--- config.mk ---
export PLATFORM = sky130hd
export DESIGN_NAME = reorder_buffer_reassembly_top
export DESIGN_NICKNAME = d
export VERILOG_FILES = /design/src/design/rob_pkg.sv /design/src/design/rob_ctrl.sv /design/src/design/rob_dpath.sv /design/src/design/reorder_buffer_reassembly_top.sv
export SDC_FILE = /design/constraint.sdc
export NUM_CORES = 1
export LEC_CHECK = 0
export ABC_CLOCK_PERIOD_IN_PS = 12750
export BUFFER_PORTS_ARGS = -buffer_cell sky130_fd_sc_hd__buf_2
export CORE_UTILIZATION = 55
export CTS_BUF_LIST = sky130_fd_sc_hd__clkbuf_4
export CTS_CLUSTER_DIAMETER = 50
export DETAILED_ROUTE_END_ITERATION = 7
export PLACE_DENSITY = 0.72
export SETUP_SLACK_MARGIN = 0.4
export SLEW_MARGIN = 20
export SYNTH_ARGS = -nofsm -noshare
export SYNTH_HDL_FRONTEND = slang
export SYNTH_SLANG_ARGS = --single-unit
export TNS_END_PERCENT = 10
--- constraint.sdc ---
create_clock -name clk -period 12.75 [get_ports clk]
set_clock_uncertainty 0.1 [all_clocks]
set_input_delay 1.275 -clock clk [delete_from_list [all_inputs] [get_ports clk]]
set_output_delay 1.275 -clock clk [all_outputs]
set_load 0.05 [all_outputs]
--- src/design/rob_pkg.sv ---
package rob_pkg;

  // sizing
  localparam int SLOTS       = 8;
  localparam int SLOT_W      = (SLOTS > 1) ? $clog2(SLOTS) : 1;
  localparam int MAX_RESULTS = 10;
  localparam int DRAIN_MAX   = MAX_RESULTS - 2;
  localparam int DRAIN_W     = $clog2(DRAIN_MAX + 1);

  // field widths
  localparam int OFF_W = 32;
  localparam int CNT_W = 10;
  localparam int HDL_W = 8;

  // largest payload size taken as is
  localparam logic [15:0] MAX_BYTES = 16'd1023;

  // result codes
  typedef enum logic [1:0] {
    KIND_DELIVER = 2'd0,
    KIND_ACK     = 2'd1,
    KIND_REFUSE  = 2'd2
  } rob_kind_t;

  // controller to datapath
  typedef struct packed {
    logic      load;
    logic      store;
    logic      emit;
    rob_kind_t kind;
    logic      from_slot;
    logic      advance;
    logic      run_end;
  } rob_cmd_t;

  // datapath to controller
  typedef struct packed {
    logic in_match;
    logic has_free;
    logic slot_hit;
    logic out_ready;
  } rob_sts_t;

endpackage

--- src/design/rob_ctrl.sv ---
module rob_ctrl
  import rob_pkg::*;
(
  input  logic     clk,
  input  logic     rst_n,
  input  logic     in_valid,
  output logic     in_stall,
  input  rob_sts_t sts,
  output rob_cmd_t cmd
);

  typedef enum logic [2:0] {
    ST_IDLE   = 3'b001,
    ST_DECIDE = 3'b010,
    ST_DRAIN  = 3'b100
  } state_t;

  state_t             state_r, state_nxt;
  logic [DRAIN_W-1:0] drain_r, drain_nxt;

  // input side is open only between packets
  assign in_stall = (state_r != ST_IDLE);

  // next state and commands
  always_comb begin
    state_nxt     = state_r;
    drain_nxt     = drain_r;
    cmd           = '0;
    cmd.kind      = KIND_DELIVER;
    case (state_r)
      ST_IDLE: begin
        if (in_valid) begin
          cmd.load  = 1'b1;
          state_nxt = ST_DECIDE;
        end
      end
      ST_DECIDE: begin
        if (sts.out_ready) begin
          cmd.emit = 1'b1;
          if (sts.in_match) begin
            cmd.kind    = KIND_DELIVER;
            cmd.advance = 1'b1;
            drain_nxt   = '0;
            state_nxt   = ST_DRAIN;
          end else if (sts.has_free) begin
            cmd.store   = 1'b1;
            cmd.kind    = KIND_ACK;
            cmd.run_end = 1'b1;
            state_nxt   = ST_IDLE;
          end else begin
            cmd.kind    = KIND_REFUSE;
            cmd.run_end = 1'b1;
            state_nxt   = ST_IDLE;
          end
        end
      end
      ST_DRAIN: begin
        if (sts.out_ready) begin
          cmd.emit = 1'b1;
          if (sts.slot_hit && (drain_r < DRAIN_W'(DRAIN_MAX))) begin
            cmd.kind      = KIND_DELIVER;
            cmd.from_slot = 1'b1;
            cmd.advance   = 1'b1;
            drain_nxt     = drain_r + 1'b1;
          end else begin
            cmd.kind    = KIND_ACK;
            cmd.run_end = 1'b1;
            state_nxt   = ST_IDLE;
          end
        end
      end
      default: begin
        state_nxt = ST_IDLE;
      end
    endcase
  end

  // state registers
  always_ff @(posedge clk) begin
    if (!rst_n) begin
      state_r <= ST_IDLE;
      drain_r <= '0;
    end else begin
      state_r <= state_nxt;
      drain_r <= drain_nxt;
    end
  end

endmodule

--- src/design/rob_dpath.sv ---
module rob_dpath
  import rob_pkg::*;
(
  input  logic             clk,
  input  logic             rst_n,
  input  logic [OFF_W-1:0] in_seq_offset,
  input  logic [CNT_W-1:0] in_byte_count,
  input  logic             in_final_flag,
  input  logic             in_channel,
  input  logic [HDL_W-1:0] in_payload_handle,
  input  logic             out_stall,
  input  rob_cmd_t         cmd,
  output rob_sts_t         sts,
  output logic             out_valid,
  output logic [1:0]       out_kind,
  output logic [OFF_W-1:0] out_offset,
  output logic [CNT_W-1:0] out_count,
  output logic             out_final,
  output logic             out_channel,
  output logic [HDL_W-1:0] out_handle,
  output logic             out_run_end
);

  // request held while it is worked on
  logic [OFF_W-1:0] req_off_r;
  logic [CNT_W-1:0] req_cnt_r;
  logic             req_fin_r;
  logic             req_ch_r;
  logic [HDL_W-1:0] req_hdl_r;

  logic [OFF_W-1:0] next_exp_r;

  // slot storage
  logic [SLOTS-1:0] used_r;
  logic [OFF_W-1:0] slot_off_r [SLOTS];
  logic [CNT_W-1:0] slot_cnt_r [SLOTS];
  logic             slot_fin_r [SLOTS];
  logic             slot_ch_r  [SLOTS];
  logic [HDL_W-1:0] slot_hdl_r [SLOTS];

  // output register
  logic             out_valid_r;
  rob_kind_t        out_kind_r;
  logic [OFF_W-1:0] out_off_r;
  logic [CNT_W-1:0] out_cnt_r;
  logic             out_fin_r;
  logic             out_ch_r;
  logic [HDL_W-1:0] out_hdl_r;
  logic             out_end_r;

  logic [CNT_W-1:0]  cnt_clamped;
  logic [SLOT_W-1:0] hit_idx;
  logic [SLOT_W-1:0] free_idx;
  logic              hit_any;
  logic              free_any;
  logic [OFF_W-1:0]  sel_off;
  logic [CNT_W-1:0]  sel_cnt;
  logic              sel_fin;
  logic              sel_ch;
  logic [HDL_W-1:0]  sel_hdl;

  // oversize count saturates at the bound
  assign cnt_clamped = ({6'd0, in_byte_count} > MAX_BYTES) ?
                       MAX_BYTES[CNT_W-1:0] : in_byte_count;

  // lowest used slot at the expected offset, lowest free slot
  always_comb begin
    hit_idx  = '0;
    hit_any  = 1'b0;
    free_idx = '0;
    free_any = 1'b0;
    for (int i = SLOTS - 1; i >= 0; i--) begin
      if (used_r[i] && (slot_off_r[i] == next_exp_r)) begin
        hit_idx = SLOT_W'(i);
        hit_any = 1'b1;
      end
      if (!used_r[i]) begin
        free_idx = SLOT_W'(i);
        free_any = 1'b1;
      end
    end
  end

  // status to the controller
  always_comb begin
    sts.in_match  = (req_off_r == next_exp_r);
    sts.has_free  = free_any;
    sts.slot_hit  = hit_any;
    sts.out_ready = !out_valid_r || !out_stall;
  end

  // source of the packet being reported
  always_comb begin
    if (cmd.from_slot) begin
      sel_off = slot_off_r[hit_idx];
      sel_cnt = slot_cnt_r[hit_idx];
      sel_fin = slot_fin_r[hit_idx];
      sel_ch  = slot_ch_r[hit_idx];
      sel_hdl = slot_hdl_r[hit_idx];
    end else begin
      sel_off = req_off_r;
      sel_cnt = req_cnt_r;
      sel_fin = req_fin_r;
      sel_ch  = req_ch_r;
      sel_hdl = req_hdl_r;
    end
  end

  // request capture
  always_ff @(posedge clk) begin
    if (cmd.load) begin
      req_off_r <= in_seq_offset;
      req_cnt_r <= cnt_clamped;
      req_fin_r <= in_final_flag;
      req_ch_r  <= in_channel;
      req_hdl_r <= in_payload_handle;
    end
  end

  // expected offset and slot occupancy
  always_ff @(posedge clk) begin
    if (!rst_n) begin
      next_exp_r <= '0;
      used_r     <= '0;
    end else begin
      if (cmd.advance) begin
        next_exp_r <= next_exp_r + OFF_W'(sel_cnt);
      end
      if (cmd.store) begin
        used_r[free_idx] <= 1'b1;
      end else if (cmd.from_slot) begin
        used_r[hit_idx] <= 1'b0;
      end
    end
  end

  // slot contents
  always_ff @(posedge clk) begin
    if (cmd.store) begin
      slot_off_r[free_idx] <= req_off_r;
      slot_cnt_r[free_idx] <= req_cnt_r;
      slot_fin_r[free_idx] <= req_fin_r;
      slot_ch_r[free_idx]  <= req_ch_r;
      slot_hdl_r[free_idx] <= req_hdl_r;
    end
  end

  // output valid
  always_ff @(posedge clk) begin
    if (!rst_n) begin
      out_valid_r <= 1'b0;
    end else if (cmd.emit) begin
      out_valid_r <= 1'b1;
    end else if (!out_stall) begin
      out_valid_r <= 1'b0;
    end
  end

  // output payload
  always_ff @(posedge clk) begin
    if (cmd.emit) begin
      out_kind_r <= cmd.kind;
      out_off_r  <= sel_off;
      out_cnt_r  <= sel_cnt;
      out_fin_r  <= sel_fin;
      out_ch_r   <= sel_ch;
      out_hdl_r  <= (cmd.kind == KIND_DELIVER) ? sel_hdl : '0;
      out_end_r  <= cmd.run_end;
    end
  end

  assign out_valid   = out_valid_r;
  assign out_kind    = out_kind_r;
  assign out_offset  = out_off_r;
  assign out_count   = out_cnt_r;
  assign out_final   = out_fin_r;
  assign out_channel = out_ch_r;
  assign out_handle  = out_hdl_r;
  assign out_run_end = out_end_r;

endmodule

--- src/design/reorder_buffer_reassembly_top.sv ---
// Receiver reorder buffer for byte-offset sequenced packet descriptors.
// Input channel (in_valid/in_stall): one descriptor per request with offset,
// size, last flag, channel and payload handle. Result channel
// (out_valid/out_stall): one request per result; kind is deliver, acknowledge
// or refused, and out_run_end marks the last result caused by an input.
// A packet at the expected offset is delivered, then every buffered packet
// that continues the stream is delivered and its slot freed, then an
// acknowledge follows. Other packets take the lowest free slot of eight and
// are acknowledged, or are refused when all slots are full.
// Timing: the input request is captured, then the decide state registers the
// first result once the output register is free; the drain state then
// registers each further result, one result per cycle while the receiver
// does not stall, through the single output register. No new input is taken
// before the last result is registered. in_stall is high while an input is worked on.
// When the receiver stalls, the pending result holds and the drain waits.
// Reset (synchronous, rst_n low) empties all slots, sets the expected
// offset to zero and drops any pending result.
module reorder_buffer_reassembly_top
  import rob_pkg::*;
(
  input  logic             clk,
  input  logic             rst_n,
  input  logic             in_valid,
  output logic             in_stall,
  input  logic [OFF_W-1:0] in_seq_offset,
  input  logic [CNT_W-1:0] in_byte_count,
  input  logic             in_final_flag,
  input  logic             in_channel,
  input  logic [HDL_W-1:0] in_payload_handle,
  output logic             out_valid,
  input  logic             out_stall,
  output logic [1:0]       out_kind,
  output logic [OFF_W-1:0] out_offset,
  output logic [CNT_W-1:0] out_count,
  output logic             out_final,
  output logic             out_channel,
  output logic [HDL_W-1:0] out_handle,
  output logic             out_run_end
);

  rob_cmd_t cmd;
  rob_sts_t sts;

  // sequencing
  rob_ctrl u_ctrl (
    .clk      (clk),
    .rst_n    (rst_n),
    .in_valid (in_valid),
    .in_stall (in_stall),
    .sts      (sts),
    .cmd      (cmd)
  );

  // slots, expected offset and result register
  rob_dpath u_dpath (
    .clk               (clk),
    .rst_n             (rst_n),
    .in_seq_offset     (in_seq_offset),
    .in_byte_count     (in_byte_count),
    .in_final_flag     (in_final_flag),
    .in_channel        (in_channel),
    .in_payload_handle (in_payload_handle),
    .out_stall         (out_stall),
    .cmd               (cmd),
    .sts               (sts),
    .out_valid         (out_valid),
    .out_kind          (out_kind),
    .out_offset        (out_offset),
    .out_count         (out_count),
    .out_final         (out_final),
    .out_channel       (out_channel),
    .out_handle        (out_handle),
    .out_run_end       (out_run_end)
  );

endmodule

==> results of run 1 <==
-- stage by stage --
stage	hold WS [ps]	setup WS (ps)	total power [uW]	instance area [sq um]
6_report	277	5280	3800	29300
5_1_grt	220	4980	3920	29300
4_1_cts	217	5400	3820	29300
3_5_place_dp	394	5490	2210	27300
3_3_place_gp	372	5430	2210	27300
2_1_floorplan	358	6760	2160	26400
-- logic make-up (layout without fill, tap and decap cells) --
group           after synthesis  after routing  synth area share
mux                          73             73            0.0282
compound gates              351            351             0.102
other cells                   0              5                 0
xor+xnor                    304            304             0.101
fa+ha+maj                    12             12           0.00597
buf+inv                     182            477            0.0360
flops                       571            571             0.632
simple gates                474            474            0.0952
-- layout make-up --
cell class                      count  share of cell area
Timing Repair Buffer              137              0.0256
Clock inverter                     56              0.0117
Inverter                           69             0.00885
Multi-Input combinational cell   1214               0.303
Clock buffer                      215              0.0551
Antenna cell                        5            0.000428
Tap cell                          607              0.0260
Sequential cell                   571               0.569
-- metal layers --
layer | GRT usage | up-vias | part of all wire
li1 | - | 7976 | -
met1 | 0.495 | 9321 | 0.40
met2 | 0.578 | 1093 | 0.46
met3 | 0.0838 | 162 | 0.088
met4 | 0.197 | 0 | 0.046
met5 | 0 | - | 0
-- state kept, by name (all words and copies together), names as in the netlist, 8 cells and up --
name,count
u_dpath.next_exp_r,32
u_dpath.out_count,10
u_dpath.out_handle,8
u_dpath.out_offset,32
u_dpath.req_cnt_r,10
u_dpath.req_hdl_r,8
u_dpath.req_off_r,32
u_dpath.slot_ch_r,8
u_dpath.slot_cnt_r,80
u_dpath.slot_fin_r,8
u_dpath.slot_hdl_r,64
u_dpath.slot_off_r,256
u_dpath.used_r,8
-- Yosys cell counts, drive strengths merged, types with 2 or more instances --
cell / n
clkbuf: 34
dfxtp: 48
or3b: 5
o211ai: 48
a21oi: 35
or4: 8
nand4: 34
nor2: 71
xnor2: 74
nor4b: 6
nand4b: 8
o221a: 2
and3: 10
nand2b: 24
o22ai: 10
inv: 69
a211oi: 46
nor4: 100
o31ai: 3
nor3: 22
buf: 79
mux2i: 63
o21ai: 21
nand2: 137
xor2: 230
or3: 14
a311oi: 10
o21bai: 2
a31oi: 4
and2: 2
ha: 11
a221oi: 14
a21boi: 2
o221ai: 2
edfxtp: 523
a21o: 5
a311o: 34
mux2: 10
a22oi: 59
a22o: 44
nand3: 29
-- how the worst min path moves through the flow --
stage	startpoint	endpoint	slack [ps]	cells after the start
floorplan	u_ctrl.drain_r[2]	u_ctrl.drain_r[2]	360	2
global placement	u_ctrl.drain_r[2]	u_ctrl.drain_r[2]	370	2
detailed placement	u_ctrl.state_r[2]	u_ctrl.state_r[2]	390	2
CTS	in_final_flag	u_dpath.req_fin_r	220	1
global route	in_payload_handle[6]	u_dpath.req_hdl_r[6]	220	1
finish	in_seq_offset[7]	u_dpath.req_off_r[7]	280	1
-- critical path, cell delays in order (launching register included) --
cell and delay, ps:
dfxtp_1 690, xor2_1 340, nor4_1 700, nand3_1 270, or4_4 530, a21oi_4 470
buf_4 780, a22o_1 260, a211oi_1 50, a311oi_1 270, nor2_1 100, ha_1 220
a21o_1 180, a21oi_1 200, o21bai_1 160, a2111o_1 460, a31o_2 280, a21o_1 210
a21o_1 280, nand3_1 420, o21ai_0 160, a21oi_1 160
-- power groups by stage --
stage	sequential, uW	clock, uW	combinational, uW
2_1_floorplan	2130	0	32.1
5_1_grt	2100	1740	77.0
3_5_place_dp	2140	0	72.8
4_1_cts	2100	1650	73.0
6_report	2100	1630	73.6
3_3_place_gp	2130	0	71.7
==> impl_results.md, run 1 <==
- Top FF cell, synth: edfxtp_1
- Multi-input logic area: 8860 sq um
- Synth cell types: 70
- Top post-synthesis cells by area: edfxtp_1 60%, xor2_1 7.6%, dfxtp_1 3.6%, xnor2_1 2.5%, mux2i_1 2.4%
- Comb pwr share: 0.019
- Hold buffer count at cts: 0
- Most frequent cells in the layout: 523 x edfxtp_1, 230 x xor2_1, 215 x clkbuf_4
- Most common cell after layout, fill and taps aside: edfxtp_1
- Net Count, Synth: 2,035
- Clock Tree Root: clkbuf_4
- Max-slew violations: 0
- Post-synthesis cell count: between 1,500 and 2,000
- Synth-to-layout area growth: 10.9%
- Initial antenna violation count: 3
- Layout Utilization: 0.623
- P_leak: 0.0107 uW
- Post-synth top area share: 0.595
- Storage cell area: 16,700 sq um
- Switching part of the total: 0.227
- Worst-path clk slew: 70 ps
- VDD IR-drop max: 0.000120 V
- Largest net degree at the start of global routing: 69
- Overflow after GRT: 0
- Die Area: 48,900 sq um
- Startpoint types: register
- Power per Cell Area: 130 nW/um^2
- Clock Path Buffers: 3
- Area leader, netlist: edfxtp_1
- Final count of negative-setup-slack endpoints: 0
- # rows: 79
- CTS H-tree depth: 4
- Setup TNS: 0 ps
- Status: complete, no violations
- Cts bufs inserted: 149
- R2R Path End: u_dpath.next_exp_r[31]
- Nets@finish: 2,210
- Die Width: between 200 and 250 um
- Post-DP HPWL: 63,700 um
- Io pins: 113
- Post-synthesis sequential area ratio: 0.632
- Post-synth EDFFs: 523
- Crit Path Max Fanout: 66
- NetSw: 864 uW
- GRT Total Usage: 0.373
- TritonCTS clock tree: done
- Synthesized flop and latch total: 571
- Drt wl/cell: 31.6 um
- Initial Util: 0.562
- Core area: 47,000 sq um
- Flop pwr share: 0.552
- Kind of critical path: reg2reg
- Post CTS Setup Buffer Count: 0
- DR iter-0 viols: 2,104
- Slew HR: 0.165
- Final Hold Fails: 0
- Crit path DAT: 8280 ps
- Layout cells sized above 1: 0.188
- Max-cap violation count: 0
- Hold WC Path Type: in2reg
- Final Cycle Share: 0.586
- Vias in the first global route: between 15,000 and 20,000
- Antenna-violating nets left: 0
- Final std cells w/o fill: 2,874
- Input/output buffers: 112
- Mean post-synth cell area: 13.4 sq um
- Via density: between 6 and 7
- CTS Sinks: 571
- RSZ-0062 raised after global routing: no
- Crit. End Element: register
- Worst reg2reg setup slack: 5280 ps
- Final WL: between 90,000 and 100,000 um
- Worst-Skew Late Latency: 1080 ps
- Reg-to-reg startpoint: u_dpath.next_exp_r[11]
- Filler cells: approximately 3,600
- Routability cong.: 1.10
- Actual slew at the worst max-slew pin: 1240 ps
- Vias: 18,552
- Setup crit end: u_dpath.next_exp_r[31]
- Die height: 221 um
- Clock network power share: 0.429
- CP required: 13,560 ps
- CP startpoint: u_dpath.next_exp_r[11]
- Syn Std Cell Area: 26,400 sq um
- Post-CTS Resized: 0
- DRC violations left: 0
- Placed insts: 2,598
- First-pass GRT wire length: 127,000 um
- Fraction of registers with async set or reset after synthesis: 0
- Drt first pass iters: 6
- Min cycle time layout: 7470 ps
- R2R depth: 21
- Internal power: 2930 uW
- Fmax: 134 MHz
- Synth warn: 0
(Power assumes the default switching activity.)
==> run 2: changes to the inputs <==
--- a/config.mk
+++ b/config.mk
@@ -5,13 +5,13 @@
 export SDC_FILE = /design/constraint.sdc
 export NUM_CORES = 1
 export LEC_CHECK = 0
-export ABC_CLOCK_PERIOD_IN_PS = 12750
+export ABC_CLOCK_PERIOD_IN_PS = 6500
 export BUFFER_PORTS_ARGS = -buffer_cell sky130_fd_sc_hd__buf_2
 export CORE_UTILIZATION = 55
 export CTS_BUF_LIST = sky130_fd_sc_hd__clkbuf_4
 export CTS_CLUSTER_DIAMETER = 50
 export DETAILED_ROUTE_END_ITERATION = 7
-export PLACE_DENSITY = 0.72
+export PLACE_DENSITY = 0.75
 export SETUP_SLACK_MARGIN = 0.4
 export SLEW_MARGIN = 20
 export SYNTH_ARGS = -nofsm -noshare
==> constraint.sdc (replaced) <==
create_clock -name clk -period 6.5 [get_ports clk]
set_clock_uncertainty 0.1 [all_clocks]
set_input_delay 0.65 -clock clk [delete_from_list [all_inputs] [get_ports clk]]
set_output_delay 0.65 -clock clk [all_outputs]
set_load 0.05 [all_outputs]
==> run 2 against run 1 <==
  * Sequential power grew 96%
  * Design area grew 4.6%
  * Non-clock buffer count grew 141
  * Sequential share of layout area shrank 2.4 points
  * Cell count grew 4.8%
  * Register-to-register slack lost 4700 ps
  * Highest routed layer unchanged
  * Wire length grew 11%
  * Worst hold slack lost 220 ps
  * Total power grew 100%
==> impl_results.md, run 2 (synthesis results as in run 1) <==
- Max-cap violation count: 0
- Cts bufs inserted: 147
- Final WL: 101,000 um
- Worst-Skew Late Latency: 1110 ps
- Crit. End Element: register
- Most frequent cells in the layout: 523 x edfxtp_1, 226 x xor2_1, 221 x clkbuf_4
- Io pins: 113
- Vias in the first global route: 19,460
- Overflow after GRT: 0
- R2R depth: 23
- Final Cycle Share: 0.919
- Antenna-violating nets left: 0
- Drt wl/cell: 33.4 um
- Largest net degree at the start of global routing: between 60 and 70
- Status: complete, no violations
- Initial Util: 0.562
- Routability cong.: 1.05
- Setup TNS: 0 ps
- Min cycle time layout: 5970 ps
- Via density: 6.63
- Comb pwr share: 0.024
- Slew HR: 0.215
- Initial antenna violation count: 2
- Power per Cell Area: 248 nW/um^2
- DRC violations left: 0
- Worst-path clk slew: 60 ps
- Most common cell after layout, fill and taps aside: edfxtp_1
- P_leak: approximately 0.011 uW
- Clock Tree Root: clkbuf_4
- GRT Total Usage: 0.412
- Vias: 19,973
- Startpoint types: register
- CTS H-tree depth: 4
- VDD IR-drop max: ~0.00027 V
- Fmax: 167 MHz
- Die Width: around 220 um
- Layout Utilization: 0.652
- Die Area: 48,900 sq um
- Max-slew violations: 0
- NetSw: approximately 1800 uW
- Number of flip-flops in the largest register: 256
- Nets@finish: around 2,300
- RSZ-0062 raised after global routing: yes
- Layout cells sized above 1: 0.224
- Filler cells: about 3,300
- Crit path DAT: 6830 ps
- Crit Path Max Fanout: 15
- Final Hold Fails: 0
- Die height: between 200 and 250 um
- Flop pwr share: 0.543
- Registers with the most flip-flops: u_dpath.slot_off_r (256), u_dpath.slot_cnt_r (80), u_dpath.slot_hdl_r (64)
- TritonCTS clock tree: done
- Synth-to-layout area growth: 16.0%
- # rows: 79
- Clock Path Buffers: 3
- Final count of negative-setup-slack endpoints: 0
- Clock network power share: 0.434
- Multi-input logic area: approximately 9000 sq um
- First-pass GRT wire length: about 140,000 um
- Core area: 47,000 sq um
- Drt first pass iters: 8
- DR iter-0 viols: 2,710
- Most flop-heavy register: u_dpath.slot_off_r
- Kind of critical path: reg2reg
- CTS Sinks: ~570
- Input/output buffers: 112
- Internal power: 5810 uW
- Storage cell area: 16,700 sq um
- Switching part of the total: 0.234
- Actual slew at the worst max-slew pin: 1170 ps
- CP required: 7360 ps
- Hold Path Cell Cnt: 3
- Post-DP HPWL: 68,900 um
- Fin Hold WS: 61.0 ps
- Hold WC Path Type: in2reg
run 2: cell count changes in the layout (fill, tap and decap cells not counted), sizes merged, moves of 2 or more:
| cell | previous run | this run |
|---|---|---|
| buf | 137 | 223 |
| clkbuf | 215 | 221 |
| diode | 5 | 7 |
| dlygate4sd3 | 0 | 55 |
| clkinv | 47 | 35 |
run 2: metrics by stage:
step | area, sq um | setup WS (ps) | std cells | total power [uW]
final | 30600 | 529 | 3011 | 7580
after detailed placement | 28000 | 408 | 2684 | 4340
after CTS | 30500 | 431 | 3004 | 7530
after global routing | 30600 | 378 | 3010 | 7780
after global placement | 28000 | 349 | 2684 | 4330
after floorplan | 26400 | 763 | 1967 | 4250
run 2: power by group through the flow:
| stage | Sequential (uW) | Clock [uW] | Combinational [uW] |
|---|---|---|---|
| 2_1_floorplan | 4180 | 0 | 62.9 |
| 4_1_cts | 4110 | 3250 | 174 |
| 3_5_place_dp | 4190 | 0 | 147 |
| 6_report | 4120 | 3290 | 179 |
| 5_1_grt | 4120 | 3480 | 187 |
| 3_3_place_gp | 4190 | 0 | 141 |
run 2: worst paths after layout:
kind	start	endpoint	slack (ps)
worst min register to register	u_ctrl.drain_r[2]	u_ctrl.drain_r[2]	410
worst min-delay path	rst_n	u_dpath.used_r[4]	60
worst max register to register	u_dpath.slot_off_r[2][3]	u_dpath.next_exp_r[25]	530
worst max-delay path	u_dpath.slot_off_r[2][3]	u_dpath.next_exp_r[25]	530
run 2: layout make-up:
class | instances | area share
flip-flops and latches | 571 | 0.545
inverters | 69 | 0.00846
clock inverters | 44 | 0.00957
multi-input cells | 1214 | 0.292
clock buffers | 221 | 0.0542
diodes | 7 | 0.000572
well taps | 607 | 0.0248
repair buffers | 278 | 0.0654
run 2: metal layers:
layer / vias up / wire, um / part of all wire / GRT usage
li1: 8263 / - / - / -
met1: 9978 / 37700 / 0.37 / 0.533
met2: 1491 / 47200 / 0.47 / 0.664
met3: 241 / 10200 / 0.10 / 0.0851
met4: 0 / 5410 / 0.054 / 0.207
met5: - / 0 / 0 / 0
run 2: worst max-delay path: stages, from the launching register on:
cell      delay (ps)
edfxtp_1         410
xnor2_1          200
buf_4            240
nor4b_2          360
nand4_1          280
or4_4            660
nand4_4          220
a21oi_4           60
buf_4            200
a22o_1           240
a211oi_1         270
a311oi_1         100
nor2_1           240
ha_1             280
inv_1            110
o21bai_1         110
a2111o_1         440
a31o_2           270
a21o_1           210
a21o_1           290
nand3_1          200
buf_12           140
o21ai_0           80
a21oi_1          150
run 2: what timing repair did:
action,CTS,global route
pin swaps,0,2
hold buffers,55,0
endpoints found under the setup margin,1,22
buffers inserted,0,0
endpoints found under the hold margin,57,0
gates resized for setup,1,28
